File: config.mk
export PLATFORM = sky130hd
export DESIGN_NAME = fisr_mul
export DESIGN_NICKNAME = d
export VERILOG_FILES = /design/src/sv/fisr_pkg.sv /design/src/sv/fisr_mul.sv
export SDC_FILE = /design/constraint.sdc
export NUM_CORES = 2
export LEC_CHECK = 0
export BUFFER_PORTS_ARGS = -buffer_cell sky130_fd_sc_hd__buf_4
export CAP_MARGIN = 20
export CORE_MARGIN = 3
export CORE_UTILIZATION = 60
export DETAILED_ROUTE_END_ITERATION = 16
export PLACE_DENSITY = 0.77
export RECOVER_POWER = 25
export SLEW_MARGIN = 15
export SYNTH_ARGS = -nofsm -noshare
export SYNTH_HDL_FRONTEND = slang
export SYNTH_SLANG_ARGS = --single-unit
File: constraint.sdc
create_clock -name clk -period 7.4 [get_ports clk]
set_clock_uncertainty 0.05 [all_clocks]
set_input_delay 1.11 -clock clk [delete_from_list [all_inputs] [get_ports clk]]
set_output_delay 1.11 -clock clk [all_outputs]
set_load 0.01 [all_outputs]
File: src/sv/fisr_pkg.sv
// ----------------------------------------------------------------------------
// fisr_pkg
// Shared types, constants and a leading-zero count helper for the reciprocal square root pipeline.
// ----------------------------------------------------------------------------
`default_nettype none

package fisr_pkg;

	localparam logic [31:0] MAGIC     = 32'h5F3759DF;
	localparam logic [31:0] FP_HALF   = 32'h3F000000;
	localparam logic [31:0] FP_1P5    = 32'h3FC00000;
	localparam logic [31:0] CANON_NAN = 32'h7FC00000;
	localparam int          Y_DEPTH   = 12;

	typedef enum logic [1:0] {
		CLS_NUM  = 2'd0,
		CLS_ZERO = 2'd1,
		CLS_INF  = 2'd2,
		CLS_NAN  = 2'd3
	} fp_cls_t;

	function automatic logic [5:0] lzc48(input logic [47:0] v);
		logic [5:0] n;
		logic       found;
		n     = 6'd48;
		found = 1'b0;
		for (int i = 47; i >= 0; i--) begin
			if (!found && v[i]) begin
				n     = 6'(47 - i);
				found = 1'b1;
			end
		end
		return n;
	endfunction

endpackage

`default_nettype wire

File: src/sv/fisr_mul.sv
// ----------------------------------------------------------------------------
// fisr_mul
// Three-stage binary32 multiplier, round to nearest even, gradual underflow.
// ----------------------------------------------------------------------------
`default_nettype none

module fisr_mul (
	input  wire logic        clk,
	input  wire logic        arst_n,
	input  wire logic        en,
	input  wire logic        in_valid,
	input  wire logic [31:0] a,
	input  wire logic [31:0] b,
	output logic             out_valid,
	output logic [31:0]      p
);

	logic [7:0]  ea, eb, eae, ebe;
	logic        a_nan, a_inf, a_zero, b_nan, b_inf, b_zero;
	fisr_pkg::fp_cls_t cls_c;

	logic               v_s1, v_s2, v_s3;
	logic [47:0]        prod_s1;
	logic signed [10:0] exp_s1;
	logic               sign_s1, sign_s2;
	fisr_pkg::fp_cls_t  cls_s1, cls_s2;
	logic [47:0]        norm_s2;
	logic signed [10:0] exp_s2;
	logic [31:0]        p_s3;

	logic [5:0]         lz;
	logic signed [10:0] rsh_full;
	logic [5:0]         rsh;
	logic [47:0]        shifted, mask, n;
	logic               stk, rnd;
	logic [7:0]         ef;
	logic [30:0]        word;
	logic [31:0]        res_c;

	always_comb begin
		ea     = a[30:23];
		eb     = b[30:23];
		eae    = (ea == 8'd0) ? 8'd1 : ea;
		ebe    = (eb == 8'd0) ? 8'd1 : eb;
		a_nan  = (&ea) && (|a[22:0]);
		b_nan  = (&eb) && (|b[22:0]);
		a_inf  = (&ea) && !(|a[22:0]);
		b_inf  = (&eb) && !(|b[22:0]);
		a_zero = !(|a[30:0]);
		b_zero = !(|b[30:0]);
		if (a_nan || b_nan || (a_inf && b_zero) || (a_zero && b_inf)) begin
			cls_c = fisr_pkg::CLS_NAN;
		end else if (a_inf || b_inf) begin
			cls_c = fisr_pkg::CLS_INF;
		end else if (a_zero || b_zero) begin
			cls_c = fisr_pkg::CLS_ZERO;
		end else begin
			cls_c = fisr_pkg::CLS_NUM;
		end
	end

	always_ff @(posedge clk or negedge arst_n) begin
		if (!arst_n) begin
			v_s1 <= 1'b0;
			v_s2 <= 1'b0;
			v_s3 <= 1'b0;
		end else if (en) begin
			v_s1 <= in_valid;
			v_s2 <= v_s1;
			v_s3 <= v_s2;
		end
	end

	always_ff @(posedge clk) begin
		if (en) begin
			prod_s1 <= {24'd0, (ea != 8'd0), a[22:0]} * {24'd0, (eb != 8'd0), b[22:0]};
			exp_s1  <= $signed({3'd0, eae}) + $signed({3'd0, ebe}) - 11'sd126;
			sign_s1 <= a[31] ^ b[31];
			cls_s1  <= cls_c;
		end
	end

	assign lz = fisr_pkg::lzc48(prod_s1);

	always_ff @(posedge clk) begin
		if (en) begin
			norm_s2 <= prod_s1 << lz;
			exp_s2  <= exp_s1 - $signed({5'd0, lz});
			sign_s2 <= sign_s1;
			cls_s2  <= cls_s1;
		end
	end

	always_comb begin
		rsh_full = 11'sd1 - exp_s2;
		rsh      = (rsh_full > 11'sd48) ? 6'd48 : rsh_full[5:0];
		shifted  = norm_s2 >> rsh;
		mask     = (48'd1 << rsh) - 48'd1;
		stk      = 1'b0;
		n        = norm_s2;
		ef       = exp_s2[7:0];
		if (exp_s2 < 11'sd1) begin
			n   = shifted;
			stk = |(norm_s2 & mask);
			ef  = 8'd0;
		end
		rnd  = n[23] && ((|n[22:0]) || stk || n[24]);
		word = {ef, n[46:24]} + {30'd0, rnd};
		case (cls_s2)
			fisr_pkg::CLS_NAN:  res_c = fisr_pkg::CANON_NAN;
			fisr_pkg::CLS_INF:  res_c = {sign_s2, 8'hFF, 23'd0};
			fisr_pkg::CLS_ZERO: res_c = {sign_s2, 31'd0};
			default: begin
				if (exp_s2 >= 11'sd255) begin
					res_c = {sign_s2, 8'hFF, 23'd0};
				end else begin
					res_c = {sign_s2, word};
				end
			end
		endcase
	end

	always_ff @(posedge clk) begin
		if (en) begin
			p_s3 <= res_c;
		end
	end

	assign out_valid = v_s3;
	assign p         = p_s3;

endmodule

`default_nettype wire

# After elaboration in Yosys (flattened, before gate mapping)

Cells that the tools add are included.

$lt $le $gt $ge: 3
Multiplexer cells: 105
Add/subtract/negate cells: 6
$mul: 1
Shifts and indexed selects: 3
Bitwise operators: 2
Reduce and logical (&&, ||, !) cells: 125
Equal/unequal tests: 3

Operators by type and width:

| operator                                                                | number |
|---|---|
| 6-bit 2-to-1 mux                                                        | 49 |
| 32-bit one-hot mux with 3 select lines                                  | 1 |
| 23-bit OR reduction                                                     | 3 |
| 31-bit OR reduction                                                     | 2 |
| 1-bit logical AND                                                       | 54 |
| 1-bit zero test                                                         | 51 |
| 1-bit 2-to-1 mux                                                        | 50 |
| 48-bit bitwise AND                                                      | 1 |
| 24-bit by 24-bit multiplier with 48-bit output                          | 1 |
| 48-bit OR reduction                                                     | 1 |
| 1-bit by 6-bit << shifter with 48-bit output (first input constant)     | 1 |
| 48-bit by 6-bit << shifter with 48-bit output                           | 1 |
| 48-bit by 6-bit right shift with 47-bit output                          | 1 |
| 48-bit by 1-bit subtractor with 48-bit output (second input constant)   | 1 |
| 47-bit 2-to-1 mux                                                       | 1 |
| 31-bit by 1-bit adder with 31-bit output                                | 1 |
| 31-bit 2-to-1 mux                                                       | 1 |
| 8-bit 2-to-1 mux                                                        | 3 |
| 8-bit zero test                                                         | 2 |
| 8-bit AND reduction                                                     | 2 |
| 8-bit nonzero test                                                      | 2 |
| 11-bit by 9-bit >= comparator with 1-bit output (second input constant) | 1 |
| 11-bit by 7-bit > comparator with 1-bit output (second input constant)  | 1 |
| 11-bit by 2-bit < comparator with 1-bit output (second input constant)  | 1 |
| 9 further kinds                                                         | 16 |

Word-level logic and storage cells: 261
Register bits: 159

# Longest topological paths before layout

Word-level depth: 143
Mapped depth: 29
Mapped depth without buffers: 28

# Least setup slack after synthesis

No wires, ideal clock.

Path kind: in2reg
From: input port b[3]
To: register prod_s1[46], data pin
Path buffers: 2
Setup time: 265 ps
Arrival time: 8089 ps
Setup slack: -1004 ps
Required time: 7085 ps
Cell stages on the path: 25
Cells stage by stage: clkbuf_1 -> clkbuf_1 -> nand2_1 -> fa_1 -> inv_1 -> fa_1 -> fa_1 -> inv_1 -> fa_1 -> fa_1 -> inv_1 -> fa_1 -> fa_1 -> ha_1 -> or4_1 -> a211oi_1 -> o31ai_1 -> a21o_1 -> and3_1 -> nor2_1 -> a311oi_1 -> a41o_1 -> o41a_1 -> nor4b_1 -> or3_1

Cells in the longest elaborated chain, start to end: 1

RTL lines:

| element                                        | RTL line       | text |
|---|---|---|
| start, declared                                | fisr_mul.sv:13 | `input wire logic [31:0] b,` |
| 24-bit by 24-bit multiplier with 48-bit output | fisr_mul.sv:76 | `prod_s1 <= {24'd0, (ea != 8'd0), a[22:0]} * {24'd0, (eb != 8'd0), b[22:0]};` |
| end signal, assigned                           | fisr_mul.sv:76 |  |
| end, declared                                  | fisr_mul.sv:23 | `logic [47:0] prod_s1;` |

Every way passes these cells.
A chain may end at the register's enable or synchronous reset.

# Worst setup path in the final report

From: input port b[7]
To: register prod_s1[46], data pin

The elaborated chain is that of the path after synthesis.

==> metrics.md <==
| Metric | Value |
|---|---|
| Die area | `56700 µm²` |
| Cell mode on critical path | `fa_1` |
| Worst flop-to-flop path endpoint | `p[26]$_DFFE_PP_` |
| Number of synthesized flops with an enable pin | `155` |
| Largest net degree at the start of global routing | `85` |
| Crit path time final | `between 7000 and 8000 ps` |
| Min-Delay Path Depth | `0` |
| Async SR Flop Fraction | `roughly 1.9%` |
| Slowest stage cell, crit path | `or4_4` |
| Buffer and inverter count on the worst path | `4` |
| Post-synthesis sequential area ratio | `14.6%` |
| Overall Global Routing Usage | `34.1%` |
| Min-delay worst type | `reg2reg` |
| Multi-input gate area | `25300 µm²` |
| CTS Hold Bufs | `0` |
| CP delay by family, top | `adder cells` |
| Mapped Cells | `3704` |
| Number of global-route vias before repair | `28970` |
| Fillcell total | `4120` |
| Detail Route Antenna Nets | `0` |
| R2r startpoint | `exp_s2[2]$_DFFE_PP_` |
| Part of the cycle the worst path needs | `102%` |
| Total number of vias | `28494` |
| Pre-Repair DR Iteration Count | `8` |
| Crit path max fanout | `9` |
| Critical Path Stages | `24` |
| Number of I/O pins | `101` |
| CP endpoint | `prod_s1[46]$_DFFE_PP_` |
| R2R Setup Slk | `1250 ps` |
| Antenna violations before repair | `1` |
| Routed len/inst | `between 20 and 25 µm` |
| Rel. slew slack | `-203%` |
| Fin. max-slew vios | `85` |
| FF+latch area | `4730 µm²` |
| Clock transition at path regs | `~70 ps` |
| CTS tree | `yes` |
| Worst-margin pin slew | `4550 ps` |
| Arr. time, crit path | `~7700 ps` |
| Cts bufs inserted | `17` |
| Worst-Skew Late Latency | `470 ps` |
| Root buffer cell | `clkbuf_16` |
| DIE HEIGHT | `238 µm` |
| Initial Util | `around 60%` |
| Initial DRC Count | `2727` |
| Synth Net Count | `about 4500` |
| Row count | `84` |
| WL final | `96.9 mm` |
| MaxCap Viol Count | `1` |
| Post-Syn Area | `32300 µm²` |
| Worst R2R Path Depth | `15` |
| Placer Congestion | `1.02` |
| Worst path cell trace | `buf_8, nand2_2, fa_1, inv_1, fa_1, fa_1, inv_1, fa_1, fa_1, inv_1, fa_1, fa_1, ha_2, or4_4, a211oi_4, o31ai_4, a21o_1, and3_4, nor2_4, a311oi_2, a41o_1, o41a_1, nor4b_1, or3_1` |
| First-pass GRT wire length | `154 mm` |
| Post-route setup slack | `-128 ps` |
| Core area | `53000 µm²` |
| Failing checks | `capacitance limit, slew limit, setup timing` |
| Commonest non-fill, non-tap cell in the layout | `nand2_1` |
| Status | `finished with violations` |
| Remaining DRCs | `0` |
| Endpoints failing setup | `3` |
| Nets | `4668` |
| RSZ-0062 raised after global routing | `yes` |
| Mean Syn Cell Area | `roughly 8.7 µm²` |
| GR Overflow Total | `0` |
| Ratio of cells with drive above 1 in the final layout | `15.2%` |
| Synth-to-Final Area Change | `14.8%` |
| Die W | `238 µm` |
| TNS Setup | `-244 ps` |
| Max frequency | `133 MHz` |
| Kind of critical path | `in2reg` |
| Beginning of the critical path | `b[7]` |
| Clk sinks | `roughly 160` |
| DR vias/cell | `6.17` |
| Most used flip-flop cell after synthesis | `edfxtp_1` |
| Most frequent cells in the layout | `548 x nand2_1, 524 x inv_1, 479 x fa_1, 344 x buf_4, 233 x and2_1` |
| Flops & latches, synth | `158` |
| WHS | `385 ps` |
| Max incr delay on CP | `roughly 570 ps` |
| Endpoints failing hold | `0` |
| Yosys Warn Count | `0` |
| Critical path launch point type | `input pin` |
| CP Data Required Time | `7550 ps` |
| Worst slack, placed | `-983 ps` |
| Crit end category | `register` |
| Port-buffer cells | `100` |
| DP Wirelength | `77.7 mm` |
| Clk buf depth | `2` |
| H-tree levels | `4` |
| Distinct cells, synth | `94` |
-- cell usage after synthesis (9+ instances only) --
cell / number / area share, %
a2111oi_0: 9 / 0.24
a211oi_1: 25 / 0.58
a21boi_0: 9 / 0.21
a21o_1: 29 / 0.67
a21oi_1: 123 / 1.9
a222oi_1: 21 / 0.65
a22o_1: 9 / 0.24
a22oi_1: 14 / 0.33
a31oi_1: 23 / 0.45
and2_1: 242 / 4.7
and3_1: 14 / 0.27
buf_1: 21 / 0.24
buf_2: 13 / 0.20
clkbuf_1: 182 / 2.1
edfxtp_1: 155 / 14
fa_1: 484 / 30
ha_1: 199 / 7.7
inv_1: 539 / 6.3
mux2_2: 23 / 0.80
mux2i_1: 144 / 4.5
nand2_1: 566 / 6.6
nand2b_1: 22 / 0.43
nand3_1: 53 / 0.82
nand4_1: 27 / 0.52
nor2_1: 172 / 2.0
nor2b_1: 23 / 0.45
nor3_1: 59 / 0.91
nor4_1: 40 / 0.77
o2111ai_1: 11 / 0.30
o211ai_1: 24 / 0.56
o21a_1: 16 / 0.37
o21ai_0: 86 / 1.3
o21bai_1: 11 / 0.26
o221ai_1: 10 / 0.27
o22ai_1: 30 / 0.58
o31ai_1: 20 / 0.46
or3_1: 21 / 0.41
xnor2_1: 57 / 1.5
xor2_1: 31 / 0.84
-- per-stage QoR --
stage / cells / cell area (µm²) / util, %
3_5_place_dp: 4567 / 35600 / 67.2
5_1_grt: 4619 / 37100 / 70.0
4_1_cts: 4608 / 36500 / 68.9
6_report: 4620 / 37100 / 70.0
3_3_place_gp: 4567 / 35600 / 67.2
2_1_floorplan: 3704 / 32500 / -
-- routing by layer --
| metal | global-route usage [%] | wire [µm] |
|---|---|---|
| met3 | 6.01 | 8050 |
| met2 | 56.9 | 46600 |
| met4 | 14.2 | 4590 |
| met5 | 0 | 0 |
| met1 | 44.3 | 37600 |
-- kinds of logic (layout without fill, tap and decap cells) --
group | Yosys count | in the layout | synth area share (%)
adder cells (fa/ha/maj) | 683 | 683 | 37.7
other | 0 | 2 | 0
multiplexers | 167 | 167 | 5.26
flip-flops | 158 | 158 | 14.6
AND/OR/NAND/NOR | 1282 | 1282 | 19.0
buffers and inverters | 760 | 986 | 8.90
AO/OA/AOI/OAI | 566 | 566 | 12.1
XOR/XNOR | 88 | 88 | 2.38
-- layout make-up --
| cell class | instances | area share [%] |
|---|---|---|
| diodes | 2 | 0.0135 |
| clock buffers | 17 | 1.15 |
| clock inverters | 15 | 0.459 |
| inverters | 543 | 5.49 |
| multi-input cells | 2786 | 68.3 |
| flip-flops and latches | 158 | 12.7 |
| well taps | 688 | 2.32 |
| repair buffers | 411 | 9.51 |
-- registers in the layout, summed over array words and instances, names as in the netlist --
| signal | cells |
|---|---|
| prod_s1 | 48 |
| v_s1 | 1 |
| v_s2 | 1 |
| out_valid | 1 |
| sign_s1 | 1 |
| p | 32 |
| exp_s1 | 10 |
| norm_s2 | 48 |
| cls_s1 | 2 |
| sign_s2 | 1 |
| exp_s2 | 11 |
| cls_s2 | 2 |
-- worst min path at each step --
stage	startpoint	to	slack (ps)
2_1_floorplan	cls_s1[0]$_SDFFCE_PP1P_	cls_s2[0]$_DFFE_PP_	350
3_3_place_gp	sign_s1$_DFFE_PP_	sign_s2$_DFFE_PP_	360
3_5_place_dp	cls_s1[1]$_SDFFCE_PP1P_	cls_s2[1]$_DFFE_PP_	370
4_1_cts	arst_n	v_s1$_DFFE_PN0P_	360
5_1_grt	arst_n	v_s1$_DFFE_PN0P_	390
6_report	cls_s1[1]$_SDFFCE_PP1P_	cls_s2[1]$_DFFE_PP_	380
-- what timing repair did --
item / 4_1_cts / 5_1_grt
endpoints found under the setup margin: 10 / 13
buffers inserted: 9 / 9
hold endpoints to repair: 0 / 0
pin swaps: 44 / 90
resized for setup: 52 / 132
Power is left out: the tool's default activity adds up to more than one toggle a clock period on the data nets, which glitch-free logic cannot reach.
