`src/sv/fisr_pkg.sv`:
```
// ----------------------------------------------------------------------------
// fisr_pkg
// Shared types, constants and a leading-zero count helper for the reciprocal square root pipeline.
// ----------------------------------------------------------------------------
`default_nettype none

package fisr_pkg;

	localparam logic [31:0] MAGIC     = 32'h5F3759DF;
	localparam logic [31:0] FP_HALF   = 32'h3F000000;
	localparam logic [31:0] FP_1P5    = 32'h3FC00000;
	localparam logic [31:0] CANON_NAN = 32'h7FC00000;
	localparam int          Y_DEPTH   = 12;

	typedef enum logic [1:0] {
		CLS_NUM  = 2'd0,
		CLS_ZERO = 2'd1,
		CLS_INF  = 2'd2,
		CLS_NAN  = 2'd3
	} fp_cls_t;

	function automatic logic [5:0] lzc48(input logic [47:0] v);
		logic [5:0] n;
		logic       found;
		n     = 6'd48;
		found = 1'b0;
		for (int i = 47; i >= 0; i--) begin
			if (!found && v[i]) begin
				n     = 6'(47 - i);
				found = 1'b1;
			end
		end
		return n;
	endfunction

endpackage

`default_nettype wire

```
`src/sv/fisr_add.sv`:
```
// ----------------------------------------------------------------------------
// fisr_add
// Three-stage binary32 adder, round to nearest even, gradual underflow.
// ----------------------------------------------------------------------------
`default_nettype none

module fisr_add (
	input  wire logic        clk,
	input  wire logic        arst_n,
	input  wire logic        en,
	input  wire logic        in_valid,
	input  wire logic [31:0] a,
	input  wire logic [31:0] b,
	output logic             out_valid,
	output logic [31:0]      s
);

	logic [31:0] big, sml;
	logic [7:0]  ebig, esml, ebe, ese, d;
	logic [23:0] mbig, msml;
	logic [49:0] wide;
	logic [26:0] al;
	logic        a_nan, b_nan, a_inf, b_inf;
	fisr_pkg::fp_cls_t cls_c;
	logic        isign_c;

	logic              v_s1, v_s2, v_s3;
	logic [26:0]       big_s1, al_s1;
	logic              sub_s1, sign_s1, zsign_s1, isign_s1;
	logic [7:0]        exp_s1;
	fisr_pkg::fp_cls_t cls_s1, cls_s2;
	logic [27:0]       sum_s2;
	logic [5:0]        sh_s2;
	logic [8:0]        exp_s2;
	logic              sign_s2, zsign_s2, isign_s2;
	logic [31:0]       s_s3;

	logic [27:0] sum_c;
	logic [5:0]  lz;
	logic [7:0]  lim;
	logic [5:0]  sh_c;
	logic [8:0]  e_c;
	logic [26:0] n;
	logic [7:0]  ef;
	logic        rnd;
	logic [30:0] word;
	logic [31:0] res_c;

	always_comb begin
		if (b[30:0] > a[30:0]) begin
			big = b;
			sml = a;
		end else begin
			big = a;
			sml = b;
		end
		ebig = big[30:23];
		esml = sml[30:23];
		ebe  = (ebig == 8'd0) ? 8'd1 : ebig;
		ese  = (esml == 8'd0) ? 8'd1 : esml;
		mbig = {(ebig != 8'd0), big[22:0]};
		msml = {(esml != 8'd0), sml[22:0]};
		d    = ebe - ese;
		wide = {msml, 26'd0} >> d;
		if (d >= 8'd50) begin
			al = {26'd0, |msml};
		end else begin
			al = {wide[49:24], |wide[23:0]};
		end
		a_nan = (&a[30:23]) && (|a[22:0]);
		b_nan = (&b[30:23]) && (|b[22:0]);
		a_inf = (&a[30:23]) && !(|a[22:0]);
		b_inf = (&b[30:23]) && !(|b[22:0]);
		isign_c = a_inf ? a[31] : b[31];
		if (a_nan || b_nan || (a_inf && b_inf && (a[31] != b[31]))) begin
			cls_c = fisr_pkg::CLS_NAN;
		end else if (a_inf || b_inf) begin
			cls_c = fisr_pkg::CLS_INF;
		end else begin
			cls_c = fisr_pkg::CLS_NUM;
		end
	end

	always_ff @(posedge clk or negedge arst_n) begin
		if (!arst_n) begin
			v_s1 <= 1'b0;
			v_s2 <= 1'b0;
			v_s3 <= 1'b0;
		end else if (en) begin
			v_s1 <= in_valid;
			v_s2 <= v_s1;
			v_s3 <= v_s2;
		end
	end

	always_ff @(posedge clk) begin
		if (en) begin
			big_s1   <= {mbig, 3'd0};
			al_s1    <= al;
			sub_s1   <= a[31] ^ b[31];
			sign_s1  <= big[31];
			zsign_s1 <= a[31] & b[31];
			isign_s1 <= isign_c;
			exp_s1   <= ebe;
			cls_s1   <= cls_c;
		end
	end

	always_comb begin
		if (sub_s1) begin
			sum_c = {1'b0, big_s1} - {1'b0, al_s1};
		end else begin
			sum_c = {1'b0, big_s1} + {1'b0, al_s1};
		end
		lz  = fisr_pkg::lzc48({sum_c[26:0], 21'd0});
		lim = exp_s1 - 8'd1;
		if ({2'd0, lz} < lim) begin
			sh_c = lz;
		end else begin
			sh_c = lim[5:0];
		end
		if (sum_c[27]) begin
			e_c = {1'b0, exp_s1} + 9'd1;
		end else begin
			e_c = {1'b0, exp_s1} - {3'd0, sh_c};
		end
	end

	always_ff @(posedge clk) begin
		if (en) begin
			sum_s2   <= sum_c;
			sh_s2    <= sh_c;
			exp_s2   <= e_c;
			sign_s2  <= sign_s1;
			zsign_s2 <= zsign_s1;
			isign_s2 <= isign_s1;
			cls_s2   <= cls_s1;
		end
	end

	always_comb begin
		if (sum_s2[27]) begin
			n = {sum_s2[27:2], sum_s2[1] | sum_s2[0]};
		end else begin
			n = sum_s2[26:0] << sh_s2;
		end
		ef   = n[26] ? exp_s2[7:0] : 8'd0;
		rnd  = n[2] && (n[1] || n[0] || n[3]);
		word = {ef, n[25:3]} + {30'd0, rnd};
		case (cls_s2)
			fisr_pkg::CLS_NAN: res_c = fisr_pkg::CANON_NAN;
			fisr_pkg::CLS_INF: res_c = {isign_s2, 8'hFF, 23'd0};
			default: begin
				if (sum_s2 == 28'd0) begin
					res_c = {zsign_s2, 31'd0};
				end else if (exp_s2 >= 9'd255) begin
					res_c = {sign_s2, 8'hFF, 23'd0};
				end else begin
					res_c = {sign_s2, word};
				end
			end
		endcase
	end

	always_ff @(posedge clk) begin
		if (en) begin
			s_s3 <= res_c;
		end
	end

	assign out_valid = v_s3;
	assign s         = s_s3;

endmodule

`default_nettype wire

```
`config.mk`:
```
export PLATFORM = sky130hd
export DESIGN_NAME = fisr_add
export DESIGN_NICKNAME = d
export VERILOG_FILES = /design/src/sv/fisr_pkg.sv /design/src/sv/fisr_add.sv
export SDC_FILE = /design/constraint.sdc
export NUM_CORES = 1
export LEC_CHECK = 0
export BUFFER_PORTS_ARGS = -buffer_cell sky130_fd_sc_hd__buf_4
export CAP_MARGIN = 20
export CORE_MARGIN = 2
export CORE_UTILIZATION = 50
export DETAILED_ROUTE_END_ITERATION = 12
export GPL_TIMING_DRIVEN = 1
export PLACE_DENSITY = 0.7
export SLEW_MARGIN = 20
export SYNTH_ARGS = -nofsm -noshare
export SYNTH_HDL_FRONTEND = slang
export SYNTH_SLANG_ARGS = --single-unit
```
`constraint.sdc`:
```
create_clock -name clk -period 7.1 [get_ports clk]
set_input_delay 0.71 -clock clk [delete_from_list [all_inputs] [get_ports clk]]
set_output_delay 0.71 -clock clk [all_outputs]
set_load 0.02 [all_outputs]
```
==> Word-level counts from Yosys, hierarchy flattened <==
Cells that the tools add are included.
{ "totals": {"reg_bits": 148, "inputBits": 68} }
{ "op_classes": {"n_reduce_logical": 77, "order_cmp": 4, "mux": 68, "n_addsub": 7, "bitwise_logic": 3, "shift": 2, "n_eq_ne": 3} }
{ "ops": {"columns": ["op", "n"], "rows": [
  ["6-bit two-way mux", 28],
  ["32-bit two-way mux", 2],
  ["32-bit case mux with 2 select lines", 1],
  ["31-bit two-way mux", 2],
  ["50-bit by 8-bit >> shifter with 50-bit output", 1],
  ["24-bit OR reduction", 2],
  ["23-bit OR reduction", 2],
  ["1-bit logical AND", 33],
  ["31-bit by 1-bit adder with 31-bit output", 1],
  ["31-bit > comparator", 1],
  ["27-bit by 27-bit adder with 28-bit output", 1],
  ["1-bit logical NOT", 28],
  ["28-bit logical NOT", 1],
  ["1-bit two-way mux", 28],
  ["28-bit two-way mux", 1],
  ["27-bit by 27-bit subtractor with 28-bit output", 1],
  ["27-bit two-way mux", 1],
  ["27-bit by 6-bit left shift with 27-bit output", 1],
  ["8-bit two-way mux", 3],
  ["8-bit logical NOT", 2],
  ["8-bit AND reduction", 2],
  ["8-bit nonzero test", 2],
  ["8-bit by 1-bit adder with 9-bit output (second input constant)", 1],
  ["9-bit by 8-bit greater-or-equal comparator with 1-bit output (second input constant)", 1],
  ["13 further kinds", 18]
]} }

==> Longest topological paths before layout <==
{ "logic_depth": {"ltp_word": 85, "ltp_mapped": 39, "ltp_nobuf": 37} }

==> Worst setup path after synthesis <==
Ideal clock, no wire load.
{ "synth_timing": {"kind": "input to register", "from": "input a[30]", "to": "register al_s1[0] (data pin)", "stages": 29, "required_ns": 6.836, "t_arrival_ns": 7.010, "path_slack_ns": -0.174, "setup_time_ns": 0.264, "path_cell_list": "inv_1 ha_1 nand4_1 nor4_1 and2_1 o21ai_1 a21oi_2 buf_2 buf_2 clkbuf_1 o21ai_0 nor4_1 and4_1 inv_1 nand2_1 inv_1 ha_1 buf_1 buf_2 buf_1 clkbuf_1 clkbuf_1 a21oi_1 o311ai_0 o21ai_0 o311ai_0 nor3_1 nor4_1 a21oi_1"} }
{ "synth_between": {"elab_chain_cells": 8, "word_cells_on_any_way": 14, "cone_classes": "add/sub: 1; order compare: 2; shift: 1; mux: 5; reduce/logical: 5"} }
{ "synth_rtl": {"columns": ["element", "line_no", "source"], "rows": [
  ["from (decl)", "fisr_add.sv:12", "input wire logic [31:0] a,"],
  ["31-bit > comparator", "fisr_add.sv:50", "if (b[30:0] > a[30:0]) begin"],
  ["32-bit two-way mux (*)", "fisr_add.sv:50", null],
  ["8-bit logical NOT", "fisr_add.sv:59", "ebe = (ebig == 8'd0) ? 8'd1 : ebig;"],
  ["8-bit two-way mux (*)", "fisr_add.sv:59", null],
  ["via ebe[5]", "fisr_add.sv:19", "logic [7:0] ebig, esml, ebe, ese, d;"],
  ["8-bit subtractor (*)", "fisr_add.sv:63", "d = ebe - ese;"],
  ["50-bit by 8-bit >> shifter with 50-bit output", "fisr_add.sv:64", "wide = {msml, 26'd0} >> d;"],
  ["24-bit OR reduction", "fisr_add.sv:68", "al = {wide[49:24], |wide[23:0]};"],
  ["1-bit two-way mux (*)", "fisr_add.sv:65", "if (d >= 8'd50) begin"],
  ["via al[0]", "fisr_add.sv:22", "logic [26:0] al;"],
  ["to (signal assigned)", "fisr_add.sv:99", "al_s1 <= al;"],
  ["to (decl)", "fisr_add.sv:28", "logic [26:0] big_s1, al_s1;"]
]} }
The timed path passes the listed nets; every way through them passes the cells marked *.
A chain may end at the register's enable or synchronous reset.

==> Worst setup path after layout <==
{ "layout_timing": {"from": "register big_s1[4]", "to": "register exp_s2[8] (data pin)"} }
{ "layout_between": {"elab_chain_cells": 85, "word_cells_on_any_way": 112, "cone_classes": "add/sub: 3; order compare: 1; mux: 56; reduce/logical: 52"} }
{ "layout_rtl": {"columns": ["element", "line_no", "source"], "rows": [
  ["from (decl)", "fisr_add.sv:28", null],
  ["from (signal assigned)", "fisr_add.sv:98", "big_s1 <= {mbig, 3'd0};"],
  ["27-bit by 27-bit adder with 28-bit output / 27-bit by 27-bit subtractor with 28-bit output (equally long branches)", "fisr_add.sv:113, fisr_add.sv:111", null],
  ["28-bit two-way mux (*)", "fisr_add.sv:110", "if (sub_s1) begin"],
  ["1-bit two-way mux", "fisr_pkg.sv:28", "if (!found && v[i]) begin"],
  ["1-bit logical NOT", "fisr_pkg.sv:28", null],
  ["1-bit logical AND", "fisr_pkg.sv:28", null],
  ["1-bit two-way mux", "fisr_pkg.sv:28", null],
  ["1-bit logical NOT", "fisr_pkg.sv:28", null],
  ["1-bit logical AND", "fisr_pkg.sv:28", null],
  ["[... 70 more ...]", null, null],
  ["1-bit logical NOT", "fisr_pkg.sv:28", null],
  ["1-bit logical AND", "fisr_pkg.sv:28", null],
  ["6-bit two-way mux", "fisr_pkg.sv:28", null],
  ["6-bit by 8-bit < comparator with 1-bit output", "fisr_add.sv:117", "if ({2'd0, lz} < lim) begin"],
  ["6-bit two-way mux", "fisr_add.sv:117", null],
  ["8-bit by 6-bit subtractor with 9-bit output", "fisr_add.sv:125", "e_c = {1'b0, exp_s1} - {3'd0, sh_c};"],
  ["9-bit two-way mux (*)", "fisr_add.sv:122", "if (sum_c[27]) begin"],
  ["via e_c[8]", "fisr_add.sv:42", "logic [8:0] e_c;"],
  ["to (signal assigned)", "fisr_add.sv:133", "exp_s2 <= e_c;"],
  ["to (decl)", "fisr_add.sv:34", "logic [8:0] exp_s2;"]
]} }
Marks and branches as above.

==> results.cfg <==
[run_status]
status = finished, final reports clean

[critical_path]
timing.critical_path.required_ns = 7.29
worst-r2r-setup-slack_ns = 0.31
r2r-start = big_s1[4]
start_kind = flop
critical-path-slowest-cell = sky130_fd_sc_hd__edfxtp_1
critical_path_arrival_ns = 6.98
slowest_delay_ns = 0.49
cp_num_buf_inv = 4
timing.rr.end = exp_s2[8]
cpLargestDelayFamily = compound AO/OA/AOI/OAI gates
timing.reg2reg.worst_path_depth = 35
timing.critical_path.mode_cell = sky130_fd_sc_hd__a21oi_1
worst_setup_path_end_kind = flop
setup.worst_path.class = flop to flop
worst-path-max-fanout = 6

[drt]
post_drt_via_cell_ratio = 6.48
detailroute.via_count = 15500
wirelength_um = 52800
antenna_violating_nets_post_route = 0
detailedRoute.firstPassIterationCount = 6
detailedRoute.firstIterationViolations = 1587
drcViolationCount = 0
wire_per_inst_um = 22.1

[global_route]
grt_max_degree = 79
grt_overflow = 0
via_count_of_the_first_global_routing_pass = 14400
global_route.usage.total = 0.317
antenna_found_initial = 1
grt_pass1_wl_um = 81700

[sta]
timing.final.setup_violations = 0
final.min_clock_period_ns = 6.79
worst_slew_pin_slew_ns = 1.00
holdWs_ns = 0.0442
grt_setup_unrepaired = yes
slew_headroom = 0.331
finalHoldViolCount = 0
timing.final.max_slew_violations = 0
fmaxAchievable_ghz = 0.147
skew_ns = 0.0174
timing.final.crit_share = 0.956

[floorplan]
fp.dieArea_um2 = 32800
chipHeight_um = 181
floorplan.rows = 64
die_w_um = 181
io-pin-count = 101
placeableCoreArea_um2 = 30700
start_util = 0.510

[logic_synthesis]
syn_nets = 1987
prevailing_post_synth_register_cell = sky130_fd_sc_hd__edfxtp_1
register_area_share_after_synthesis = 0.283
postSynthAreaPerCell_um2 = 8.65
netlist.top_cell.by_area = sky130_fd_sc_hd__edfxtp_1
post_synth_edffs = 145
yosysWarnings = 0
synth.ff_latch_count = 148
syn_inst = 1812
netlist_area_um2 = 15700
synth_top_area_frac = 0.278
synthTopCellsByArea = sky130_fd_sc_hd__edfxtp_1 (28%), sky130_fd_sc_hd__ha_1 (8.3%), sky130_fd_sc_hd__nand2_1 (4.4%)
post_synth_num_cell_types = 110
share_of_async_settable_or_async_resettable_flops_after_synthesis = 0.0203

[clock_network]
clock_sinks = 148
max-clock-path-buffers = 2
cts_inserted_buffers = 17
htree_levels = 4
insertion_delay_ns = 0.45
tritoncts = done
clk_pin_slew_worst_paths_ns = 0.07
cts_root_buffer = sky130_fd_sc_hd__clkbuf_16

[cells_and_area]
number_of_standard_cells_in_the_final_layout_excluding_fillers = 2387
final_net_count = 2152
area_growth_pct = 18.9
stdcell_area_um2 = 18600
drive_gt1_frac = 0.223
layout_common_cells = sky130_fd_sc_hd__buf_4 (231), sky130_fd_sc_hd__nand2_1 (182), sky130_fd_sc_hd__nor2_1 (156)
most_common_cell_after_layout_fill_and_taps_aside = sky130_fd_sc_hd__buf_4

[place]
place_inst = 2344
port-buffer-count = 100
place_hpwl_um = 41000
post_dp_cell_area_um2 = 17500
routabilityCongestion = 0.994

[min_path]
timing.hold.worst.class = input port to asynchronous set/reset pin

[power_and_ir_drop]
p_leak_nw = 7.47
power.density_cell_area_nw_per_um2 = 319
vdd.ir_drop.worst_mv = 0.165

[flow_run]
cap_violations = 0
==> state kept, by name, summed over array words and instances, names as in the netlist, 2 cells and up <==
signal,count
sh_s2,6
al_s1,27
sum_s2,28
cls_s2,2
s,32
exp_s1,8
big_s1,24
exp_s2,9
cls_s1,2
==> synthesized netlist by cell type (9+ instances only) <==
| cell type | n |
|---|---|
| sky130_fd_sc_hd__inv_1 | 116 |
| sky130_fd_sc_hd__xnor2_1 | 40 |
| sky130_fd_sc_hd__nor2b_1 | 20 |
| sky130_fd_sc_hd__a21oi_1 | 125 |
| sky130_fd_sc_hd__nand2_1 | 182 |
| sky130_fd_sc_hd__o31ai_1 | 16 |
| sky130_fd_sc_hd__a211oi_1 | 33 |
| sky130_fd_sc_hd__nand2b_1 | 19 |
| sky130_fd_sc_hd__ha_1 | 104 |
| sky130_fd_sc_hd__o2111ai_1 | 9 |
| sky130_fd_sc_hd__or2_2 | 11 |
| sky130_fd_sc_hd__o221ai_1 | 10 |
| sky130_fd_sc_hd__o21ai_1 | 16 |
| sky130_fd_sc_hd__nand3_1 | 32 |
| sky130_fd_sc_hd__clkbuf_1 | 48 |
| sky130_fd_sc_hd__buf_2 | 26 |
| sky130_fd_sc_hd__o211ai_1 | 27 |
| sky130_fd_sc_hd__o22ai_1 | 16 |
| sky130_fd_sc_hd__mux2i_1 | 58 |
| sky130_fd_sc_hd__and3_1 | 16 |
| sky130_fd_sc_hd__a22oi_1 | 16 |
| sky130_fd_sc_hd__nor4_1 | 33 |
| sky130_fd_sc_hd__buf_1 | 12 |
| sky130_fd_sc_hd__nor2_1 | 160 |
| sky130_fd_sc_hd__edfxtp_1 | 145 |
| sky130_fd_sc_hd__and2_1 | 12 |
| sky130_fd_sc_hd__nor3_1 | 51 |
| sky130_fd_sc_hd__mux4_2 | 29 |
| sky130_fd_sc_hd__o21ai_0 | 105 |
| sky130_fd_sc_hd__a22o_1 | 11 |
| sky130_fd_sc_hd__xor2_1 | 22 |
| sky130_fd_sc_hd__o21a_1 | 11 |
| sky130_fd_sc_hd__nand4_1 | 30 |
| sky130_fd_sc_hd__a21o_1 | 24 |
| sky130_fd_sc_hd__mux2_2 | 28 |
==> cell type report <==
class / instances / area (um^2)
Inverter: 123 / 462
Clock buffer: 17 / 425
Clock inverter: 15 / 180
Timing Repair Buffer: 235 / 1810
Tap cell: 396 / 495
Fill cell: 2735 / 12100
Sequential cell: 148 / 4430
Multi-Input combinational cell: 1452 / 10800
Antenna cell: 1 / 2.50
==> worst max path at each step <==
stage	startpoint	end	depth (start not counted)
global route	big_s1[13]	exp_s2[8]	36
floorplan	a[30]	al_s1[0]	29
CTS	big_s1[12]	exp_s2[7]	37
finish	big_s1[4]	exp_s2[8]	35
global placement	big_s1[12]	exp_s2[7]	32
detailed placement	big_s1[4]	exp_s2[7]	29
==> worst reg2reg max path: cells and delay by family (launching register included) <==
kind	cells	cell delay, ns
buf+inv	4	0.58
compound gates	18	3.08
flops	1	0.49
xor+xnor	2	0.22
fa+ha+maj	4	1.01
simple gates	7	1.16
==> kinds of logic (layout without fill, tap and decap cells) <==
kind of cell / count (synthesis) / after routing / synth area share
AO/OA/AOI/OAI: 535 / 535 / 0.231
buffers and inverters: 212 / 390 / 0.0546
flip-flops: 148 / 148 / 0.283
multiplexers: 122 / 122 / 0.108
XOR/XNOR: 63 / 63 / 0.0357
adder cells (fa/ha/maj): 107 / 107 / 0.0869
other: 0 / 1 / 0
AND/OR/NAND/NOR: 625 / 625 / 0.201
==> power breakdown <==
| group | internal [W] | total (W) | switching (W) |
|---|---|---|---|
| logic | 0.00151 | 0.00364 | 0.00213 |
| registers | 0.00119 | 0.00136 | 0.000177 |
| clock network | 0.000479 | 0.000936 | 0.000457 |
| total | 0.00317 | 0.00593 | 0.00276 |
==> per-layer routing <==
layer | up-vias | part of all wire | GRT usage
met2 | 816 | 0.44 | 0.493
met1 | 7313 | 0.43 | 0.445
met3 | 112 | 0.088 | 0.0516
met4 | 0 | 0.036 | 0.119
li1 | 7216 | - | -
met5 | - | 0 | 0
==> timing repair <==
item,4_1_cts,5_1_grt
pin swaps,1,24
hold buffers,0,0
resized for setup,9,73
setup endpoints to repair,2,6
buffers inserted,0,10
==> stage by stage <==
stage	total power, W	utilization	TNS, ns	worst slack, ns
final	0.00593	0.606	0	0.314
after global routing	0.00627	0.606	-0.0950	-0.0651
after CTS	0.00572	0.591	0	0.00183
after detailed placement	0.00476	0.570	-0.157	-0.103
after global placement	0.00474	0.570	0	0.129
after floorplan	0.00359	-	0	0.0287
Power figures use the tool's default switching activity.
